<file path="src/hdl/bt_pkg.sv">
// Shared constants, types and helper functions for the block transposition cipher.
`timescale 1ns / 1ps

package bt_pkg;

  // Field and register widths
  localparam int BYTE_W   = 8;
  localparam int CNT_W    = 4;
  localparam int PERM_N   = 8;
  localparam int PERM_W   = 3;
  localparam int CFG_W    = 24;
  localparam int CFG_IDX_W = 2;

  // Default block buffer depth
  localparam int MAX_BLOCK_DEF = 8;

  // Register indexes
  localparam logic [CFG_IDX_W-1:0] REG_BLOCK_SIZE   = 2'd0;
  localparam logic [CFG_IDX_W-1:0] REG_PERM_TABLE   = 2'd1;
  localparam logic [CFG_IDX_W-1:0] REG_DECRYPT_MODE = 2'd2;

  // Reset values of the registers
  localparam logic [CNT_W-1:0]  BLOCK_SIZE_RST = 4'd8;
  localparam logic [CFG_W-1:0]  PERM_TABLE_RST = 24'hFAC688;

  // Byte used to pad a short final block
  localparam logic [BYTE_W-1:0] PAD_BYTE = 8'h20;

  // Tag that travels with one buffer read
  typedef struct packed {
    logic pad;
    logic blk_end;
    logic msg_end;
  } rd_tag_t;

  // Extract table entry k
  function automatic logic [PERM_W-1:0] perm_entry(input logic [CFG_W-1:0] tbl,
                                                   input logic [PERM_W-1:0] k);
    return tbl[k*PERM_W +: PERM_W];
  endfunction

  // Effective block size, clamped to 1..lim
  function automatic logic [CNT_W-1:0] eff_size(input logic [CNT_W-1:0] bsz,
                                                input logic [CNT_W-1:0] lim);
    logic [CNT_W-1:0] bs;
    bs = bsz;
    if (bs == '0) bs = {{(CNT_W-1){1'b0}}, 1'b1};
    if (bs > lim) bs = lim;
    return bs;
  endfunction

  // Source position for output j; {found, index}
  function automatic logic [PERM_W:0] src_select(input logic [CFG_W-1:0] tbl,
                                                 input logic [CNT_W-1:0] j,
                                                 input logic [CNT_W-1:0] bs,
                                                 input logic             dec);
    logic [PERM_W-1:0] e;
    logic              found;
    logic [PERM_W-1:0] idx;
    found = 1'b0;
    idx   = '0;
    if (dec) begin
      // Highest matching position wins
      for (int i = 0; i < PERM_N; i++) begin
        if ((CNT_W'(i) < bs) &&
            ({1'b0, perm_entry(tbl, PERM_W'(i))} == j)) begin
          found = 1'b1;
          idx   = PERM_W'(i);
        end
      end
    end else begin
      e = perm_entry(tbl, j[PERM_W-1:0]);
      if ({1'b0, e} < bs) begin
        found = 1'b1;
        idx   = e;
      end
    end
    return {found, idx};
  endfunction

endpackage

</file>
<file path="src/hdl/bt_buf.sv">
// Block buffer memory: one write port, one read port with registered read data.
`timescale 1ns / 1ps

module bt_buf import bt_pkg::*; #(
  parameter int DEPTH = MAX_BLOCK_DEF,
  parameter int AW    = $clog2(MAX_BLOCK_DEF)
) (
  input  logic              clk,
  input  logic              wr_en,
  input  logic [AW-1:0]     wr_addr,
  input  logic [BYTE_W-1:0] wr_data,
  input  logic              rd_en,
  input  logic [AW-1:0]     rd_addr,
  output logic [BYTE_W-1:0] rd_data
);

  logic [BYTE_W-1:0] mem [DEPTH];
  logic [BYTE_W-1:0] rd_data_r;

  // Store one byte
  always_ff @(posedge clk) begin
    if (wr_en) begin
      mem[wr_addr] <= wr_data;
    end
  end

  // Read one byte, hold it otherwise
  always_ff @(posedge clk) begin
    if (rd_en) begin
      rd_data_r <= mem[rd_addr];
    end
  end

  assign rd_data = rd_data_r;

endmodule

</file>
<file path="src/hdl/bt_ctrl.sv">
// Fill and emit sequencer: writes incoming bytes and issues permuted reads.
`timescale 1ns / 1ps

module bt_ctrl import bt_pkg::*; #(
  parameter int MAX_BLOCK = MAX_BLOCK_DEF,
  parameter int AW        = $clog2(MAX_BLOCK_DEF)
) (
  input  logic              clk,
  input  logic              rst_n,
  input  logic [CNT_W-1:0]  block_size,
  input  logic [CFG_W-1:0]  perm_table,
  input  logic              decrypt_mode,
  input  logic              in_valid,
  output logic              in_stall,
  input  logic [BYTE_W-1:0] in_data_byte,
  input  logic              in_end_of_message,
  input  logic              issue_ok,
  output logic              wr_en,
  output logic [AW-1:0]     wr_addr,
  output logic [BYTE_W-1:0] wr_data,
  output logic              rd_en,
  output logic [AW-1:0]     rd_addr,
  output rd_tag_t           rd_tag
);

  localparam int LIM = (MAX_BLOCK < PERM_N) ? MAX_BLOCK : PERM_N;
  localparam logic [CNT_W-1:0] LIM_C = CNT_W'(LIM);

  localparam logic ST_FILL = 1'b0;
  localparam logic ST_EMIT = 1'b1;

  logic             state_r,  state_nxt;
  logic [CNT_W-1:0] fill_r,   fill_nxt;
  logic [CNT_W-1:0] len_r,    len_nxt;
  logic [CNT_W-1:0] j_r,      j_nxt;
  logic             last_r,   last_nxt;

  logic [CNT_W-1:0] bs;
  logic [CNT_W-1:0] pos;
  logic [CNT_W-1:0] pos_inc;
  logic             accept;
  logic             blk_done;
  logic [PERM_W:0]  sel;
  logic             last_issue;

  assign bs       = eff_size(block_size, LIM_C);
  assign in_stall = (state_r == ST_EMIT);
  assign accept   = in_valid && !in_stall;

  // Write position, clamped when the block size shrank under a partial block
  assign pos      = (fill_r >= bs) ? (bs - 1'b1) : fill_r;
  assign pos_inc  = pos + 1'b1;
  assign blk_done = (pos_inc >= bs) || in_end_of_message;

  assign wr_en   = accept;
  assign wr_addr = AW'(pos);
  assign wr_data = in_data_byte;

  // Pick source position for the current output
  assign sel        = src_select(perm_table, j_r, bs, decrypt_mode);
  assign last_issue = (j_r == bs - 1'b1);

  assign rd_en          = (state_r == ST_EMIT) && issue_ok;
  assign rd_addr        = AW'(sel[PERM_W-1:0]);
  assign rd_tag.pad     = !sel[PERM_W] || ({1'b0, sel[PERM_W-1:0]} >= len_r);
  assign rd_tag.blk_end = last_issue;
  assign rd_tag.msg_end = last_issue && last_r;

  // Next-state logic
  always_comb begin
    state_nxt = state_r;
    fill_nxt  = fill_r;
    len_nxt   = len_r;
    j_nxt     = j_r;
    last_nxt  = last_r;
    case (state_r)
      ST_FILL: begin
        if (accept) begin
          if (blk_done) begin
            state_nxt = ST_EMIT;
            fill_nxt  = '0;
            len_nxt   = pos_inc;
            j_nxt     = '0;
            last_nxt  = in_end_of_message;
          end else begin
            fill_nxt = pos_inc;
          end
        end
      end
      ST_EMIT: begin
        if (rd_en) begin
          j_nxt = j_r + 1'b1;
          if (last_issue) begin
            state_nxt = ST_FILL;
          end
        end
      end
      default: state_nxt = ST_FILL;
    endcase
  end

  // Control registers
  always_ff @(posedge clk) begin
    if (!rst_n) begin
      state_r <= ST_FILL;
      fill_r  <= '0;
      len_r   <= '0;
      j_r     <= '0;
      last_r  <= 1'b0;
    end else begin
      state_r <= state_nxt;
      fill_r  <= fill_nxt;
      len_r   <= len_nxt;
      j_r     <= j_nxt;
      last_r  <= last_nxt;
    end
  end

endmodule

</file>
<file path="src/hdl/block_transposition_cipher.sv">
// Top level of the block transposition cipher: registers, buffer, sequencer, output stage.
`timescale 1ns / 1ps

// Bytes are taken one per cycle into a block buffer memory until a block of
// block_size bytes is complete, or a byte flagged end_of_message closes a short
// block (missing positions read as spaces). The block is then sent out permuted,
// one byte per cycle unless out_stall holds the output, by reading the buffer's
// single read port in output order; the input is stalled while the block is sent
// out. Each permuted byte passes through the buffer's read data register and then
// the output register. Configuration writes are taken at any time but belong
// between messages or blocks, with no output pending.

module block_transposition_cipher import bt_pkg::*; #(
  parameter int MAX_BLOCK = MAX_BLOCK_DEF
) (
  input  logic                 clk,
  input  logic                 rst_n,
  input  logic                 cfg_we,
  input  logic [CFG_IDX_W-1:0] cfg_index,
  input  logic [CFG_W-1:0]     cfg_data,
  input  logic                 in_valid,
  output logic                 in_stall,
  input  logic [BYTE_W-1:0]    in_data_byte,
  input  logic                 in_end_of_message,
  output logic                 out_valid,
  input  logic                 out_stall,
  output logic [BYTE_W-1:0]    out_out_byte,
  output logic                 out_block_end,
  output logic                 out_message_end
);

  localparam int AW = $clog2(MAX_BLOCK);

  logic [CNT_W-1:0]  block_size_r;
  logic [CFG_W-1:0]  perm_table_r;
  logic              decrypt_mode_r;

  logic              wr_en;
  logic [AW-1:0]     wr_addr;
  logic [BYTE_W-1:0] wr_data;
  logic              rd_en;
  logic [AW-1:0]     rd_addr;
  logic [BYTE_W-1:0] rd_data;
  rd_tag_t           rd_tag;

  logic              rd_vld_r;
  rd_tag_t           tag_r;
  logic              out_valid_r;
  logic [BYTE_W-1:0] out_byte_r;
  logic              out_blk_end_r;
  logic              out_msg_end_r;
  logic              out_adv;
  logic              issue_ok;

  // Configuration registers
  always_ff @(posedge clk) begin
    if (!rst_n) begin
      block_size_r   <= BLOCK_SIZE_RST;
      perm_table_r   <= PERM_TABLE_RST;
      decrypt_mode_r <= 1'b0;
    end else if (cfg_we) begin
      case (cfg_index)
        REG_BLOCK_SIZE:   block_size_r   <= cfg_data[CNT_W-1:0];
        REG_PERM_TABLE:   perm_table_r   <= cfg_data;
        REG_DECRYPT_MODE: decrypt_mode_r <= cfg_data[0];
        default: ;
      endcase
    end
  end

  bt_ctrl #(
    .MAX_BLOCK (MAX_BLOCK),
    .AW        (AW)
  ) u_ctrl (
    .clk               (clk),
    .rst_n             (rst_n),
    .block_size        (block_size_r),
    .perm_table        (perm_table_r),
    .decrypt_mode      (decrypt_mode_r),
    .in_valid          (in_valid),
    .in_stall          (in_stall),
    .in_data_byte      (in_data_byte),
    .in_end_of_message (in_end_of_message),
    .issue_ok          (issue_ok),
    .wr_en             (wr_en),
    .wr_addr           (wr_addr),
    .wr_data           (wr_data),
    .rd_en             (rd_en),
    .rd_addr           (rd_addr),
    .rd_tag            (rd_tag)
  );

  bt_buf #(
    .DEPTH (MAX_BLOCK),
    .AW    (AW)
  ) u_buf (
    .clk     (clk),
    .wr_en   (wr_en),
    .wr_addr (wr_addr),
    .wr_data (wr_data),
    .rd_en   (rd_en),
    .rd_addr (rd_addr),
    .rd_data (rd_data)
  );

  // Output register frees when empty or taken; a read may issue when its slot frees
  assign out_adv  = !out_valid_r || !out_stall;
  assign issue_ok = !rd_vld_r || out_adv;

  // Track the read in flight alongside the memory's data register
  always_ff @(posedge clk) begin
    if (!rst_n) begin
      rd_vld_r <= 1'b0;
    end else if (rd_en) begin
      rd_vld_r <= 1'b1;
    end else if (out_adv) begin
      rd_vld_r <= 1'b0;
    end
  end

  always_ff @(posedge clk) begin
    if (rd_en) begin
      tag_r <= rd_tag;
    end
  end

  // Output stage: hold while stalled, advance otherwise
  always_ff @(posedge clk) begin
    if (!rst_n) begin
      out_valid_r <= 1'b0;
    end else if (out_adv) begin
      out_valid_r <= rd_vld_r;
    end
  end

  always_ff @(posedge clk) begin
    if (out_adv && rd_vld_r) begin
      out_byte_r    <= tag_r.pad ? PAD_BYTE : rd_data;
      out_blk_end_r <= tag_r.blk_end;
      out_msg_end_r <= tag_r.msg_end;
    end
  end

  assign out_valid       = out_valid_r;
  assign out_out_byte    = out_byte_r;
  assign out_block_end   = out_blk_end_r;
  assign out_message_end = out_msg_end_r;

endmodule
</file>
<file path="config.mk">
export PLATFORM = sky130hd
export DESIGN_NAME = block_transposition_cipher
export DESIGN_NICKNAME = d
export VERILOG_FILES = /design/src/hdl/bt_pkg.sv /design/src/hdl/bt_buf.sv /design/src/hdl/bt_ctrl.sv /design/src/hdl/block_transposition_cipher.sv
export SDC_FILE = /design/constraint.sdc
export NUM_CORES = 1
export LEC_CHECK = 0
export ABC_AREA = 1
export BUFFER_PORTS_ARGS = -buffer_cell sky130_fd_sc_hd__buf_2
export CORE_MARGIN = 3
export CORE_UTILIZATION = 30
export CTS_CLUSTER_SIZE = 10
export DETAILED_ROUTE_END_ITERATION = 8
export SYNTH_ARGS = -nofsm -noshare
export SYNTH_HDL_FRONTEND = slang
export SYNTH_SLANG_ARGS = --single-unit
</file>
<file path="constraint.sdc">
create_clock -name clk -period 4.04 [get_ports clk]
set_input_delay 0.808 -clock clk [delete_from_list [all_inputs] [get_ports clk]]
set_output_delay 0.808 -clock clk [all_outputs]
set_load 0.05 [all_outputs]
</file>
# Word-level counts from Yosys, hierarchy flattened
# Memories as Yosys holds them, arrays and structs flattened. A register that Yosys moved wholly into a read port is not among the register bits.
# Index checks and enable logic that the tools add are counted.
# classes
n_addsub	3
n_mul	1
order_cmp	13
eq_ne	14
shift	1
muxes	36
bitwise	1
n_reduce_logical	30
# op_table
cell	count
$eq 3x4->1	8
$mux 4	7
$shiftx 24x6->3	1
$mux 1	19
$mux 3	6
$lt 3x4->1 const A	4
$logic_and 1x1->1	12
$add 4x1->4 const B	2
$ge 4x4->1	2
$lt 1x4->1 const A	2
$lt 2x4->1 const A	2
$pmux 4 s2	1
$reduce_and 2->1	4
$reduce_and 3->1	2
$logic_not 1->1	5
$mul 3x2->5 const B	1
$eq 4x4->1	1
$ge 3x4->1	1
$gt 4x4->1 const B	1
$logic_not 4->1	1
$logic_or 1x1->1	4
$lt 3x4->1	1
$mux 2	2
$ne 2x1->1 const B	2
other kinds (8)	8
# word_totals
reg_bits	58
ram_bits	64
input_bits	40
out_inout_bits	12
elab_cells	116
mem_count	1
# memory_table
memory	depth	width	read_ports	rd_ports_with_merged_regs	wr	line	text
u_buf.mem	8	8	1	1	1	bt_buf.sv:17	logic [BYTE_W-1:0] mem [DEPTH];

# Logic depth before layout (Yosys ltp)
# logic_depth
word_depth	17
ltp_mapped	22
mapped_depth_nobuf	22

# Modules after synthesis
# Synthesis repeated with hierarchy kept, for this count alone.
# unflattened
cells_unflattened	841
hier_area_um2	6802.8
# modules_own_cells
module	instances	cells_each	area_per_inst_um2	seq_area_each_um2
bt_buf	1	303	3130.5	2162.1
bt_ctrl	1	334	1991.9	280.3
block_transposition_cipher	1	204	1680.4	1011.0

# Least setup slack after synthesis
# No wires, ideal clock.
# synth_path
kind	register to register
startpoint	register block_size_r[2]
endpoint	register u_ctrl.j_r[1]
setup_time_ns	0.124
t_arrival_ns	3.226
t_required_ns	3.916
path_slack_ns	0.690
path_stages_with_launch	20
n_path_buf	0
period_less_slack_ns	3.350
cell_sequence	dfxtp_1 > inv_1 > a21oi_1 > nor2_1 > ha_1 > nor2_1 > o211ai_1 > nand3_1 > o21ai_0 > inv_1 > ha_1 > ha_1 > a21boi_0 > o21a_1 > o21ai_0 > nand2_1 > nand2_1 > nand2_1 > o21ai_0 > a21oi_1
# synth_between
elab_chain_cells	11
elab_cells_between_ends	12
cone_classes	2 x add/sub; 3 x order compare; 1 x eq/ne; 3 x mux; 3 x reduce/logical
# synth_rtl
element	line	text
start, declared	block_transposition_cipher.sv:34	logic [CNT_W-1:0] block_size_r;
start signal, assigned	block_transposition_cipher.sv:63	REG_BLOCK_SIZE: block_size_r <= cfg_data[CNT_W-1:0];
$logic_not 4->1	bt_pkg.sv:47	if (bs == '0) bs = {{(CNT_W-1){1'b0}}, 1'b1};
$mux 4 (*)	bt_pkg.sv:47	
$gt 4x4->1	bt_pkg.sv:48	if (bs > lim) bs = lim;
$mux 4 (*)	bt_pkg.sv:48	
$sub 4x1->4 / $ge 4x4->1 (equally long branches)	bt_ctrl.sv:51	assign pos = (fill_r >= bs) ? (bs - 1'b1) : fill_r;
$mux 4 (*)	bt_ctrl.sv:51	
$add 4x1->4 (*)	bt_ctrl.sv:52	assign pos_inc = pos + 1'b1;
via u_ctrl.pos_inc[1]	bt_ctrl.sv:40	logic [CNT_W-1:0] pos_inc;
$ge 4x4->1 (*)	bt_ctrl.sv:53	assign blk_done = (pos_inc >= bs) || in_end_of_message;
$logic_or 1x1->1 (*)	bt_ctrl.sv:53	
$ne 2x1->1 (no source line) (*)	-	
$reduce_and 3->1 (no source line) (*)	-	
end signal, assigned	bt_ctrl.sv:114	j_r <= j_nxt;
end, declared	bt_ctrl.sv:35	logic [CNT_W-1:0] j_r, j_nxt;
# The timed path passes the listed nets; every way through them passes the cells marked *.
# A chain may end at the register's enable or synchronous reset.

# Worst setup path in the final report
# layout_path
startpoint	register block_size_r[1]
endpoint	register u_ctrl.j_r[1]
# The elaborated chain is that of the path after synthesis.

==> metrics.md <==
| Metric | Value |
|---|---|
| CTS root buffer | `clkbuf_16` |
| CP Launch Type | `flop` |
| Slew @ Worst Pin | `920.7 ps` |
| Critical setup path kind | `flop to flop` |
| PwrDens | `469.1 nW/um^2` |
| Worst endpoint required time | `4340 ps` |
| Main combinational cell family by area after synthesis | `simple AND/OR/NAND/NOR gates` |
| Initial antenna violation count | `0` |
| Die height | `153.3 microns` |
| Die area | `23490 sq um` |
| Clock Sinks | `130` |
| Std cell rows | `53` |
| Final std cells w/o fill | `1090` |
| Rel. slew slack | `38.62%` |
| Arrival @ worst endpoint | `3940 ps` |
| Area share of fa/ha/maj cells after synthesis | `3.655%` |
| Reg-to-reg startpoint | `block_size_r[1]` |
| Commonest non-fill, non-tap cells in the layout | `157 x nand2_1, 118 x inv_1, 85 x edfxtp_1` |
| Ports | `52` |
| Synth Area in Compound Gates | `7.713%` |
| Post-synth EDFFs | `85` |
| Met3 GRT Util | `3.313%` |
| Clk_lat worst skew | `430 ps` |
| GRT Residual Overflow | `0` |
| Clk_skew | `11.14 ps` |
| DRC | `0` |
| Port Buffers | `51` |
| Drt wl/cell | `13.69 microns` |
| Hold Path Class | `flop to flop` |
| Final critical-path required period | `3644 ps` |
| CTS buffer count | `17` |
| Crit share post-route | `90.21%` |
| Number of max-cap violations | `0` |
| Peak Freq | `274.4 MHz` |
| Synth warn | `0` |
| Reg2reg path depth | `21` |
| Dpl hpwl | `10.30 mm` |
| Max VDD drop | `281.3 uV` |
| Setup_tns | `0 ps` |
| DR pass1 iterations | `5` |
| Outcome | `finished clean` |
| R2r setup slk | `400 ps` |
| Syn_nets | `798` |
| Count of state elements after synthesis | `130` |
| R2r endpoint | `u_ctrl.j_r[1]` |
| Via count | `4980` |
| Iter 0 DRT Violations | `385` |
| Clk slew on worst S/H paths | `50 ps` |
| Final WL | `14.92 mm` |
| CTS tree | `done` |
| Share of cells above drive strength 1 | `16.32%` |
| Post-synthesis mux area share | `0%` |
| Vias in the first global route | `4784` |
| Number of distinct library cells after synthesis | `37` |
| Met2 usage | `20.44%` |
| GR peak layer | `met2` |
| Met1 GRT Util | `17.29%` |
| Post-Syn Area | `6505 sq um` |
| Nets | `861` |
| Mapped Cells | `739` |
| Aggregate global-route resource usage | `13.08%` |
| Max Slew Vio Count | `0` |
| Die width | `153.3 microns` |
| Async SR Flop Fraction | `0%` |
| WHS Endpoint | `out_block_end` |
| N_diodes | `0` |
| Hold Startpoint | `tag_r[1]` |
| Post-CTS Setup Repair Bufs | `0` |
| Simple-gate share of the synthesized area | `23.12%` |
| P_leak | `3.380 nW` |
| CP Capture Type | `flop` |
| Core area | `21150 sq um` |
| First-pass GRT wire length | `24.35 mm` |
| Hold path cells | `0` |
| Area Overhead vs Synth | `16.95%` |
| Final Wtd Congestion | `0.8885` |
| Longest Clk Path Bufs | `2` |
| Max FO, Critical Path | `7` |
| Main flop type after synthesis | `edfxtp_1` |
| Sequential share of the synthesized area | `53.09%` |
| DR vias/cell | `4.569` |
| XOR/XNOR share of the synthesized area | `2.289%` |
| Largest net degree at the start of global routing | `39` |
| Final-report setup violation count | `0` |
| Final hold vios | `0` |
| Initial Utilization | `30.75%` |
| Most common cell after layout, fill and taps aside | `nand2_1` |
| Antenna viol nets, final | `0` |
| H-tree depth | `4` |
| Total power | `3.569 mW` |
| RSZ-0062 raised after global routing | `false` |
| Placed Cells | `1058` |
| Synthesized area per cell | `8.802 sq um` |
[how the worst max path moves through the flow]
| stage | slack (ps) | endpoint | from |
|---|---|---|---|
| final | 400 | u_ctrl.j_r[1] | block_size_r[1] |
| after global routing | 7 | u_ctrl.j_r[2] | block_size_r[1] |
| after CTS | 300 | u_ctrl.j_r[1] | block_size_r[1] |
| after detailed placement | 300 | u_ctrl.j_r[3] | block_size_r[1] |
| after global placement | 460 | u_ctrl.j_r[3] | block_size_r[1] |
| after floorplan | 690 | u_ctrl.j_r[1] | block_size_r[2] |
[layout make-up]
class                   count  area, sq um
clock inverters            11        92.59
flip-flops and latches    130         3453
inverters                 124        470.5
repair buffers             71        405.4
clock buffers              21        440.4
well taps                 275        344.1
multi-input cells         458         2401
fillers                  2119        13550
[Yosys cell counts (7+ instances only)]
cell | n | area [sq um]
nand2_1 | 157 | 589.3
xor2_1 | 10 | 87.58
nand3_2 | 10 | 100.1
inv_1 | 118 | 442.9
nand3_1 | 82 | 410.4
dfxtp_1 | 45 | 900.9
a21oi_1 | 29 | 145.1
nor2_1 | 53 | 198.9
xnor2_1 | 7 | 61.31
nand2_2 | 7 | 43.79
ha_1 | 19 | 237.7
edfxtp_1 | 85 | 2552
o211ai_1 | 11 | 82.58
o21ai_0 | 35 | 175.2
nor3_1 | 7 | 35.03
clkbuf_1 | 9 | 33.78
o21ai_1 | 7 | 35.03
[metrics by stage]
step           hold slack (ps)  utilization, %  area, sq um  setup slack (ps)
2_1_floorplan            400.3               -         6505             689.7
3_3_place_gp             405.3           33.42         7071             460.3
3_5_place_dp             409.3           33.42         7071             297.9
4_1_cts                  421.9           35.94         7604             297.0
5_1_grt                  434.6           35.96         7607             7.094
6_report                 417.8           35.96         7607             395.6
[repair_timing]
action                                  in CTS  in global routing
gates resized for setup                      0                  2
hold endpoints to repair                     0                  0
endpoints found under the setup margin       0                  7
hold buffers                                 0                  0
[per-layer routing]
metal  share of wire (%)  wire [microns]  vias up
met4                 2.4             353        0
met1                  47            6990     2269
met5                   0               0        -
met3                 5.0             747       28
li1                    -               -     2546
met2                  46            6832      137
[registers in the layout (all words and copies together) (netlist names), 3 cells and up]
register	flops
out_out_byte	8
u_ctrl.j_r	4
block_size_r	4
tag_r	3
u_buf.rd_data	8
perm_table_r	24
u_ctrl.len_r	4
u_buf.mem	64
u_ctrl.fill_r	4
[where the power goes]
group	switching, mW	internal (mW)	total [mW]
registers	0.0350	1.50	1.54
logic	0.422	0.213	0.635
clock network	0.558	0.837	1.40
total	1.02	2.55	3.57
[cells by family after synthesis]
| kind of cell | count (synthesis) |
|---|---|
| compound gates | 91 |
| xor+xnor | 17 |
| flops | 130 |
| buf+inv | 151 |
| simple gates | 331 |
| fa+ha+maj | 19 |
[critical path, cell delays in order (launching register included)]
cell,delay [ps]
dfxtp_1,330
inv_1,70
nor2_1,140
inv_1,150
ha_1,310
inv_1,60
nor2_1,40
o211ai_1,200
nand3_1,220
nand2_1,110
o21ai_1,70
buf_4,160
ha_1,320
ha_1,300
a21boi_0,120
o21a_1,160
o21ai_0,140
nand2_1,80
nand2_1,120
nand2_1,170
o21ai_0,200
a21oi_1,50
Note: power is estimated with default switching activity, not from simulation.
